### src/rtl/rgbhsl_pkg.sv
// ----------------------------------------------------------------------------
// rgbhsl_pkg
// Types and constants shared by the RGB to HSL conversion pipeline.
// ----------------------------------------------------------------------------
package rgbhsl_pkg;

    localparam int CompW     = 8;
    localparam int SatNumW   = 16;            // 255 * diff
    localparam int HueNumW   = 14;            // 42 * delta
    localparam int SatQw     = 8;
    localparam int HueQw     = 6;             // quotient never exceeds 42
    localparam int DivStages = 4;             // two quotient bits per stage

    localparam int SegSteps   = 42;
    localparam int SatScale   = 255;
    localparam int SumFull    = 510;
    localparam int GreenBase  = 84;
    localparam int BlueBase   = 168;
    localparam logic [CompW-1:0] CompMax = 8'hFF;

    typedef enum logic [1:0] {
        MAX_RED,
        MAX_GREEN,
        MAX_BLUE
    } max_sel_t;

    typedef struct packed {
        logic [CompW-1:0] red;
        logic [CompW-1:0] green;
        logic [CompW-1:0] blue;
    } pix_t;

    typedef struct packed {
        logic [CompW-1:0] hue;
        logic [CompW-1:0] saturation;
        logic [CompW-1:0] lightness;
    } hsl_t;

    // first stage: extremes and the hue delta of the winning sector
    typedef struct packed {
        max_sel_t         sel;
        logic             neg;
        logic [CompW-1:0] mag;
        logic [CompW-1:0] diff;
        logic [CompW:0]   sum;
    } extreme_t;

    // working set carried through the division stages
    typedef struct packed {
        logic [CompW-1:0]   light;
        max_sel_t           sel;
        logic               neg;
        logic [SatNumW-1:0] sat_rem;
        logic [CompW-1:0]   sat_den;
        logic [SatQw-1:0]   sat_q;
        logic [HueNumW-1:0] hue_rem;
        logic [CompW-1:0]   hue_den;
        logic [HueQw-1:0]   hue_q;
    } div_work_t;

endpackage

### src/rtl/rgbhsl_prep.sv
// ----------------------------------------------------------------------------
// rgbhsl_prep
// Two pipeline stages: blue nudge, max/min, sector select, then the scaled
// numerators, the divisors and the lightness.
// ----------------------------------------------------------------------------
module rgbhsl_prep
(
    input  logic               clk,
    input  logic               rst_n,
    input  logic               up_valid,
    output logic               up_stall,
    input  rgbhsl_pkg::pix_t   up_data,
    output logic               dn_valid,
    input  logic               dn_stall,
    output rgbhsl_pkg::div_work_t dn_data
);
    import rgbhsl_pkg::*;

    logic      s1_valid_reg;
    extreme_t  s1_reg;
    extreme_t  s1_next;
    logic      s1_stall;
    logic      s2_valid_reg;
    div_work_t s2_reg;
    div_work_t s2_next;
    logic      s2_stall;

    logic [CompW-1:0] blue_adj;
    logic [CompW-1:0] mx;
    logic [CompW-1:0] mn;
    logic [CompW-1:0] opa;
    logic [CompW-1:0] opb;

    // stage 1
    always_comb
    begin
        if (up_data.green == up_data.blue)
        begin
            blue_adj = (up_data.blue == CompMax) ? up_data.blue - 8'd1
                                                 : up_data.blue + 8'd1;
        end
        else
        begin
            blue_adj = up_data.blue;
        end

        mx = (up_data.red > blue_adj) ? up_data.red : blue_adj;
        mx = (mx > up_data.green) ? mx : up_data.green;
        mn = (up_data.red < blue_adj) ? up_data.red : blue_adj;
        mn = (mn < up_data.green) ? mn : up_data.green;

        // red wins ties, then green
        if (mx == up_data.red)
        begin
            s1_next.sel = MAX_RED;
            opa         = up_data.green;
            opb         = blue_adj;
        end
        else if (mx == up_data.green)
        begin
            s1_next.sel = MAX_GREEN;
            opa         = blue_adj;
            opb         = up_data.red;
        end
        else
        begin
            s1_next.sel = MAX_BLUE;
            opa         = up_data.red;
            opb         = up_data.green;
        end

        s1_next.neg  = opa < opb;
        s1_next.mag  = (opa < opb) ? opb - opa : opa - opb;
        s1_next.diff = mx - mn;
        s1_next.sum  = {1'b0, mx} + {1'b0, mn};
    end

    // stage 2
    always_comb
    begin
        s2_next.light   = s1_reg.sum[CompW:1];
        s2_next.sel     = s1_reg.sel;
        s2_next.neg     = s1_reg.neg;
        s2_next.sat_rem = SatNumW'(s1_reg.diff) * SatNumW'(SatScale);
        // lightness of 128 or more divides by the distance from full scale
        s2_next.sat_den = s1_reg.sum[CompW] ? CompW'(10'(SumFull) - 10'(s1_reg.sum))
                                            : s1_reg.sum[CompW-1:0];
        s2_next.sat_q   = '0;
        s2_next.hue_rem = HueNumW'(s1_reg.mag) * HueNumW'(SegSteps);
        s2_next.hue_den = s1_reg.diff;
        s2_next.hue_q   = '0;
    end

    assign s2_stall = s2_valid_reg && dn_stall;
    assign s1_stall = s1_valid_reg && s2_stall;
    assign up_stall = s1_stall;

    always_ff @(posedge clk or negedge rst_n)
    begin
        if (!rst_n)
        begin
            s1_valid_reg <= 1'b0;
            s2_valid_reg <= 1'b0;
        end
        else
        begin
            if (!s1_stall)
            begin
                s1_valid_reg <= up_valid;
            end
            if (!s2_stall)
            begin
                s2_valid_reg <= s1_valid_reg;
            end
        end
    end

    always_ff @(posedge clk)
    begin
        if (!s1_stall && up_valid)
        begin
            s1_reg <= s1_next;
        end
        if (!s2_stall && s1_valid_reg)
        begin
            s2_reg <= s2_next;
        end
    end

    assign dn_valid = s2_valid_reg;
    assign dn_data  = s2_reg;

`ifndef NO_ASSERTIONS
    // the blue nudge keeps every pixel off the gray axis
    a_diff_nonzero: assert property (@(posedge clk) disable iff (!rst_n)
        s1_valid_reg |-> s1_reg.diff != '0)
        else $error("extreme difference is zero");

    a_den_nonzero: assert property (@(posedge clk) disable iff (!rst_n)
        s2_valid_reg |-> (s2_reg.sat_den != '0 && s2_reg.hue_den != '0))
        else $error("zero divisor entered the divider");
`endif

endmodule

### src/rtl/rgbhsl_div_stage.sv
// ----------------------------------------------------------------------------
// rgbhsl_div_stage
// One register stage of the restoring dividers: two quotient bits for
// saturation and up to two for hue (none left in the last stage).
// ----------------------------------------------------------------------------
module rgbhsl_div_stage
#(
    parameter int STAGE = 0
)
(
    input  logic                  clk,
    input  logic                  rst_n,
    input  logic                  up_valid,
    output logic                  up_stall,
    input  rgbhsl_pkg::div_work_t up_data,
    output logic                  dn_valid,
    input  logic                  dn_stall,
    output rgbhsl_pkg::div_work_t dn_data
);
    import rgbhsl_pkg::*;

    localparam int SatK0  = SatQw - 1 - 2 * STAGE;
    localparam int SatK1  = SatK0 - 1;
    localparam bit SatOn0 = SatK0 >= 0;
    localparam bit SatOn1 = SatK1 >= 0;
    localparam int SatS0  = SatOn0 ? SatK0 : 0;
    localparam int SatS1  = SatOn1 ? SatK1 : 0;
    localparam int HueK0  = HueQw - 1 - 2 * STAGE;
    localparam int HueK1  = HueK0 - 1;
    localparam bit HueOn0 = HueK0 >= 0;
    localparam bit HueOn1 = HueK1 >= 0;
    localparam int HueS0  = HueOn0 ? HueK0 : 0;
    localparam int HueS1  = HueOn1 ? HueK1 : 0;

    logic      valid_reg;
    div_work_t work_reg;
    div_work_t work_next;
    logic      stall_int;

    logic [SatNumW-1:0] sat_d0;
    logic [SatNumW-1:0] sat_d1;
    logic [HueNumW-1:0] hue_d0;
    logic [HueNumW-1:0] hue_d1;

    always_comb
    begin
        work_next = up_data;
        sat_d0    = SatNumW'(up_data.sat_den) << SatS0;
        sat_d1    = SatNumW'(up_data.sat_den) << SatS1;
        hue_d0    = HueNumW'(up_data.hue_den) << HueS0;
        hue_d1    = HueNumW'(up_data.hue_den) << HueS1;

        if (SatOn0 && work_next.sat_rem >= sat_d0)
        begin
            work_next.sat_rem        = work_next.sat_rem - sat_d0;
            work_next.sat_q[SatS0]   = 1'b1;
        end
        if (SatOn1 && work_next.sat_rem >= sat_d1)
        begin
            work_next.sat_rem        = work_next.sat_rem - sat_d1;
            work_next.sat_q[SatS1]   = 1'b1;
        end
        if (HueOn0 && work_next.hue_rem >= hue_d0)
        begin
            work_next.hue_rem        = work_next.hue_rem - hue_d0;
            work_next.hue_q[HueS0]   = 1'b1;
        end
        if (HueOn1 && work_next.hue_rem >= hue_d1)
        begin
            work_next.hue_rem        = work_next.hue_rem - hue_d1;
            work_next.hue_q[HueS1]   = 1'b1;
        end
    end

    assign stall_int = valid_reg && dn_stall;
    assign up_stall  = stall_int;

    always_ff @(posedge clk or negedge rst_n)
    begin
        if (!rst_n)
        begin
            valid_reg <= 1'b0;
        end
        else if (!stall_int)
        begin
            valid_reg <= up_valid;
        end
    end

    always_ff @(posedge clk)
    begin
        if (!stall_int && up_valid)
        begin
            work_reg <= work_next;
        end
    end

    assign dn_valid = valid_reg;
    assign dn_data  = work_reg;

endmodule

### src/rtl/rgbhsl_finish.sv
// ----------------------------------------------------------------------------
// rgbhsl_finish
// Output register: places the hue quotient in its sector and holds the
// result until the downstream side takes it.
// ----------------------------------------------------------------------------
module rgbhsl_finish
(
    input  logic                  clk,
    input  logic                  rst_n,
    input  logic                  up_valid,
    output logic                  up_stall,
    input  rgbhsl_pkg::div_work_t up_data,
    output logic                  dn_valid,
    input  logic                  dn_stall,
    output rgbhsl_pkg::hsl_t      dn_data
);
    import rgbhsl_pkg::*;

    logic             valid_reg;
    hsl_t             out_reg;
    hsl_t             out_next;
    logic             stall_int;
    logic [CompW-1:0] q;
    logic [CompW-1:0] base;

    always_comb
    begin
        q = CompW'(up_data.hue_q);
        case (up_data.sel)
            MAX_RED:   base = '0;
            MAX_GREEN: base = CompW'(GreenBase);
            MAX_BLUE:  base = CompW'(BlueBase);
            default:   base = '0;
        endcase
        // negative red-sector hue wraps modulo 256
        out_next.hue        = up_data.neg ? base - q : base + q;
        out_next.saturation = up_data.sat_q;
        out_next.lightness  = up_data.light;
    end

    assign stall_int = valid_reg && dn_stall;
    assign up_stall  = stall_int;

    always_ff @(posedge clk or negedge rst_n)
    begin
        if (!rst_n)
        begin
            valid_reg <= 1'b0;
        end
        else if (!stall_int)
        begin
            valid_reg <= up_valid;
        end
    end

    always_ff @(posedge clk)
    begin
        if (!stall_int && up_valid)
        begin
            out_reg <= out_next;
        end
    end

    assign dn_valid = valid_reg;
    assign dn_data  = out_reg;

`ifndef NO_ASSERTIONS
    // after the last division stage the remainders are below their divisors
    a_rem_bound: assert property (@(posedge clk) disable iff (!rst_n)
        up_valid |-> (SatNumW'(up_data.sat_den) > up_data.sat_rem &&
                      HueNumW'(up_data.hue_den) > up_data.hue_rem))
        else $error("division remainder out of range");

    a_sat_nonzero: assert property (@(posedge clk) disable iff (!rst_n)
        valid_reg |-> out_reg.saturation != '0)
        else $error("saturation of zero on a nudged pixel");
`endif

endmodule

### src/rtl/rgb_to_hsl_integer.sv
// ----------------------------------------------------------------------------
// rgb_to_hsl_integer
// Converts 8-bit RGB pixels to integer hue, saturation and lightness.
// ----------------------------------------------------------------------------
// One pixel enters per clock unless the pipeline is full and stalled. Each
// pixel passes through two front stages (extremes, then the scaled
// numerators), four stages of the restoring dividers that resolve up to
// two quotient bits each, and the output register.
// A stall only holds the stages that are full, so bubbles close up and
// pixels keep entering until the pipeline is full.
module rgb_to_hsl_integer
(
    input  logic              clk,
    input  logic              rst_n,
    input  logic              pix_valid,
    output logic              pix_stall,
    input  rgbhsl_pkg::pix_t  pix,
    output logic              hsl_valid,
    input  logic              hsl_stall,
    output rgbhsl_pkg::hsl_t  hsl
);
    import rgbhsl_pkg::*;

    logic      st_valid [DivStages+1];
    logic      st_stall [DivStages+1];
    div_work_t st_data  [DivStages+1];

    rgbhsl_prep u_prep
    (
        .clk      (clk),
        .rst_n    (rst_n),
        .up_valid (pix_valid),
        .up_stall (pix_stall),
        .up_data  (pix),
        .dn_valid (st_valid[0]),
        .dn_stall (st_stall[0]),
        .dn_data  (st_data[0])
    );

    for (genvar i = 0; i < DivStages; i++)
    begin : g_div
        rgbhsl_div_stage #(.STAGE(i)) u_div
        (
            .clk      (clk),
            .rst_n    (rst_n),
            .up_valid (st_valid[i]),
            .up_stall (st_stall[i]),
            .up_data  (st_data[i]),
            .dn_valid (st_valid[i+1]),
            .dn_stall (st_stall[i+1]),
            .dn_data  (st_data[i+1])
        );
    end

    rgbhsl_finish u_finish
    (
        .clk      (clk),
        .rst_n    (rst_n),
        .up_valid (st_valid[DivStages]),
        .up_stall (st_stall[DivStages]),
        .up_data  (st_data[DivStages]),
        .dn_valid (hsl_valid),
        .dn_stall (hsl_stall),
        .dn_data  (hsl)
    );

endmodule
### config.mk
export PLATFORM = sky130hd
export DESIGN_NAME = rgb_to_hsl_integer
export DESIGN_NICKNAME = d
export VERILOG_FILES = /design/src/rtl/rgbhsl_pkg.sv /design/src/rtl/rgbhsl_prep.sv /design/src/rtl/rgbhsl_div_stage.sv /design/src/rtl/rgbhsl_finish.sv /design/src/rtl/rgb_to_hsl_integer.sv
export SDC_FILE = /design/constraint.sdc
export NUM_CORES = 1
export LEC_CHECK = 0
export BUFFER_PORTS_ARGS = -buffer_cell sky130_fd_sc_hd__buf_2
export CAP_MARGIN = 30
export CORE_ASPECT_RATIO = 2
export CORE_UTILIZATION = 50
export CTS_CLUSTER_DIAMETER = 40
export DETAILED_ROUTE_END_ITERATION = 7
export GPL_ROUTABILITY_DRIVEN = 0
export GPL_TIMING_DRIVEN = 0
export PLACE_DENSITY = 0.74
export SLEW_MARGIN = 10
export SYNTH_ARGS = -nofsm -noshare
export SYNTH_HDL_FRONTEND = slang
export SYNTH_SLANG_ARGS = --single-unit
### constraint.sdc
create_clock -name clk -period 7.26 [get_ports clk]
set_input_delay 0.363 -clock clk [delete_from_list [all_inputs] [get_ports clk]]
set_output_delay 0.363 -clock clk [all_outputs]
set_load 0.1 [all_outputs]
==> results.cfg <==
[floorplan]
fp.dieW_um = 148.3
start_util_pct = 50.90
core_um2 = 42040
dieHeight_um = 294.6
num_rows = 106
die_area_um2 = 43690
io_pins = 54

[sta]
worst_pin_slew_ns = 0.8298
min_period_ns = 8.242
hold_viol_final = 0
relSlewSlack_pct = 44.26
timing.fmax_mhz = 121.3
setup_viol = 19
finalMaxSlewViolations = 0
grt_setup_unrepaired = true
timing.final.ws_setup_ns = -0.9821
final.setup_skew_ns = 0.02189
fin_hold_ws_ns = 0.09900
finalCritPeriodShare_pct = 113.5

[layout]
n_antenna_cell = 0
final_nets = 2517
largest_register_ffs = 191
area_delta_synth_final_pct = 15.81
drive_above_1_share_pct = 16.78

[worst_setup_path]
critPathMaxFanout = 10
critical_path.max_stage_delay_ns = 0.42
required_ns = 7.63
cpMostUsedCell = and3_4
cpMaxStageDelayCell = a2111o_1
cp-end-kind = flip-flop
crit_type = in -> reg
setup.worst_path.start_class = input pin
worstPathArrival_ns = 8.61

[global_routing]
grtUsageTotal_pct = 22.88
grt_pass1_vias = 16850
grt_max_degree = 41
grt_pass1_wl_mm = 78.63
grt_overflow_total = 0
grt_antenna_before_repair = 0

[clock_network]
clk_pin_slew_ns = 0.07
clockBufferDepth = 3
root_buffer = clkbuf_16
h-tree-depth = 1
numCtsBuffers = 26
worstSkewPairLatency_ns = 0.55
cts_sinks = 303
cts_tree = done

[yosys]
synth_edf_count = 296
yosys_warnings = 0
yosysSeqAreaShare_pct = 42.35
synth_cells = 2030
syn_area_um2 = 21400
synth_fp_nets = 2344
ys_ff_latch = 303
synth_cell_type_count = 75
synthArstFlopShare_pct = 2.310
synth-main-ff-cell = edfxtp_1
syn_avg_cell_area_um2 = 10.54

[placed_design]
port_buffers = 48
hpwlAfterDp_mm = 37.88

[run]
maxCapViolCount = 0

[status]
violations = setup timing
status = finished with violations

[drt]
first_iter_violations = 687
drt.antenna.violating_nets = 0
drcViolationCount = 0
vias = 15910
dr.pass1.iters = 6
viasPerCell = 5.758
wire_per_inst_um = 18.14
wl_mm = 50.13

[worst_hold_path]
worstHoldPathType = in -> reg
[stage by stage]
step	utilization [%]	setup WS [ns]	instance area, um^2	std cells	TNS (ns)
after floorplan	-	-0.6643	21560	2030	-2.966
after global placement	53.45	-2.357	22470	2618	-19.70
after detailed placement	53.81	-2.633	22620	2625	-25.46
after CTS	58.02	-0.6445	24390	2744	-4.655
after global routing	58.95	-1.286	24790	2763	-17.02
final	58.95	-0.9821	24790	2763	-13.29
[synthesized netlist by cell type (all sizes together) (10+ instances only)]
library cell	instances	area [um^2]
edfxtp	296	8889
xor2	43	376.6
a21o	41	307.8
ha	236	2953
mux2	50	563.0
nand3	23	115.1
nand2	124	465.5
o31ai	12	103.9
o21ai	121	605.6
buf	10	50.05
o21bai	22	165.2
nor2	152	583.1
nor4	15	93.84
a21boi	29	221.5
xnor2	105	927.1
nand2b	36	225.2
a21oi	136	680.7
fa	50	1001
nand4	28	175.2
nor2b	30	187.7
a211oi	10	75.07
o21a	12	90.09
clkbuf	28	105.1
mux2i	31	310.3
and2	19	118.9
nor3	20	100.1
inv	238	893.4
[cell usage in the layout, fill, tap and decap left out, types with 54 or more instances in the layout]
cell type	n
ha_1	223
buf_2	54
nor2_1	143
o21ai_0	108
nand2_1	121
a21oi_1	120
buf_4	81
xnor2_1	104
edfxtp_1	296
inv_1	232
[routing by layer]
metal / track usage [%] / part of all wire [%] / up-vias
li1: - / - / 7566
met1: 17.74 / 30 / 7570
met2: 47.06 / 57 / 491
met3: 2.539 / 3.6 / 281
met4: 20.54 / 9.4 / 0
met5: 0 / 0 / -
[timing repair]
item                                   CTS  global route
resized for setup                       75            55
pin swaps                               54            56
setup endpoints to repair               15            26
hold buffers                             2             0
setup buffers                           68            20
cloned                                   2             0
endpoints found under the hold margin    8             0
[logic make-up (layout without fill, tap and decap cells)]
group           count (synthesis)  after routing  synth area share, %
mux                            81             81                4.081
xor+xnor                      148            148                6.092
compound gates                436            436                12.64
simple gates                  497            497                11.41
buf+inv                       279            472                4.952
fa+ha+maj                     286            286                18.47
flops                         303            303                42.35
[path summary, 6_finish.rpt]
check                      cells after the start  slack [ns]                    endpoint                       start
setup / recovery                              47       -0.98           u_prep.s1_reg[24]                      pix[3]
min in group asynchronous                      2        0.17             u_prep.dn_valid                       rst_n
hold / removal                                 2         0.1           u_finish.dn_valid                   hsl_stall
setup reg to reg                              26        0.55  g_div[1].u_div.dn_data[22]   g_div[0].u_div.dn_data[7]
max in group asynchronous                      2        6.93         u_prep.s1_valid_reg                       rst_n
hold reg to reg                                0        0.40  g_div[2].u_div.dn_data[60]  g_div[1].u_div.dn_data[60]
[final cells by class]
cell class / count / area (um^2)
multi-input combinational: 1448 / 11840
sequential: 303 / 9064
inverter: 241 / 915.9
clock buffer: 29 / 693.2
tap: 540 / 675.6
clock inverter: 19 / 250.2
timing repair buffer: 146 / 1127
buffer: 37 / 222.7
fill: 3259 / 17260
[worst max-delay path, delay by kind of cell]
kind	cells	cell delay [ns]
mux	2	0.32
buf+inv	8	1.10
compound gates	16	3.00
simple gates	16	2.36
fa+ha+maj	4	1.30
xor+xnor	1	0.16
Power is not shown: default switching activity piles up to over one toggle a cycle in this logic, so the estimate is an artifact.
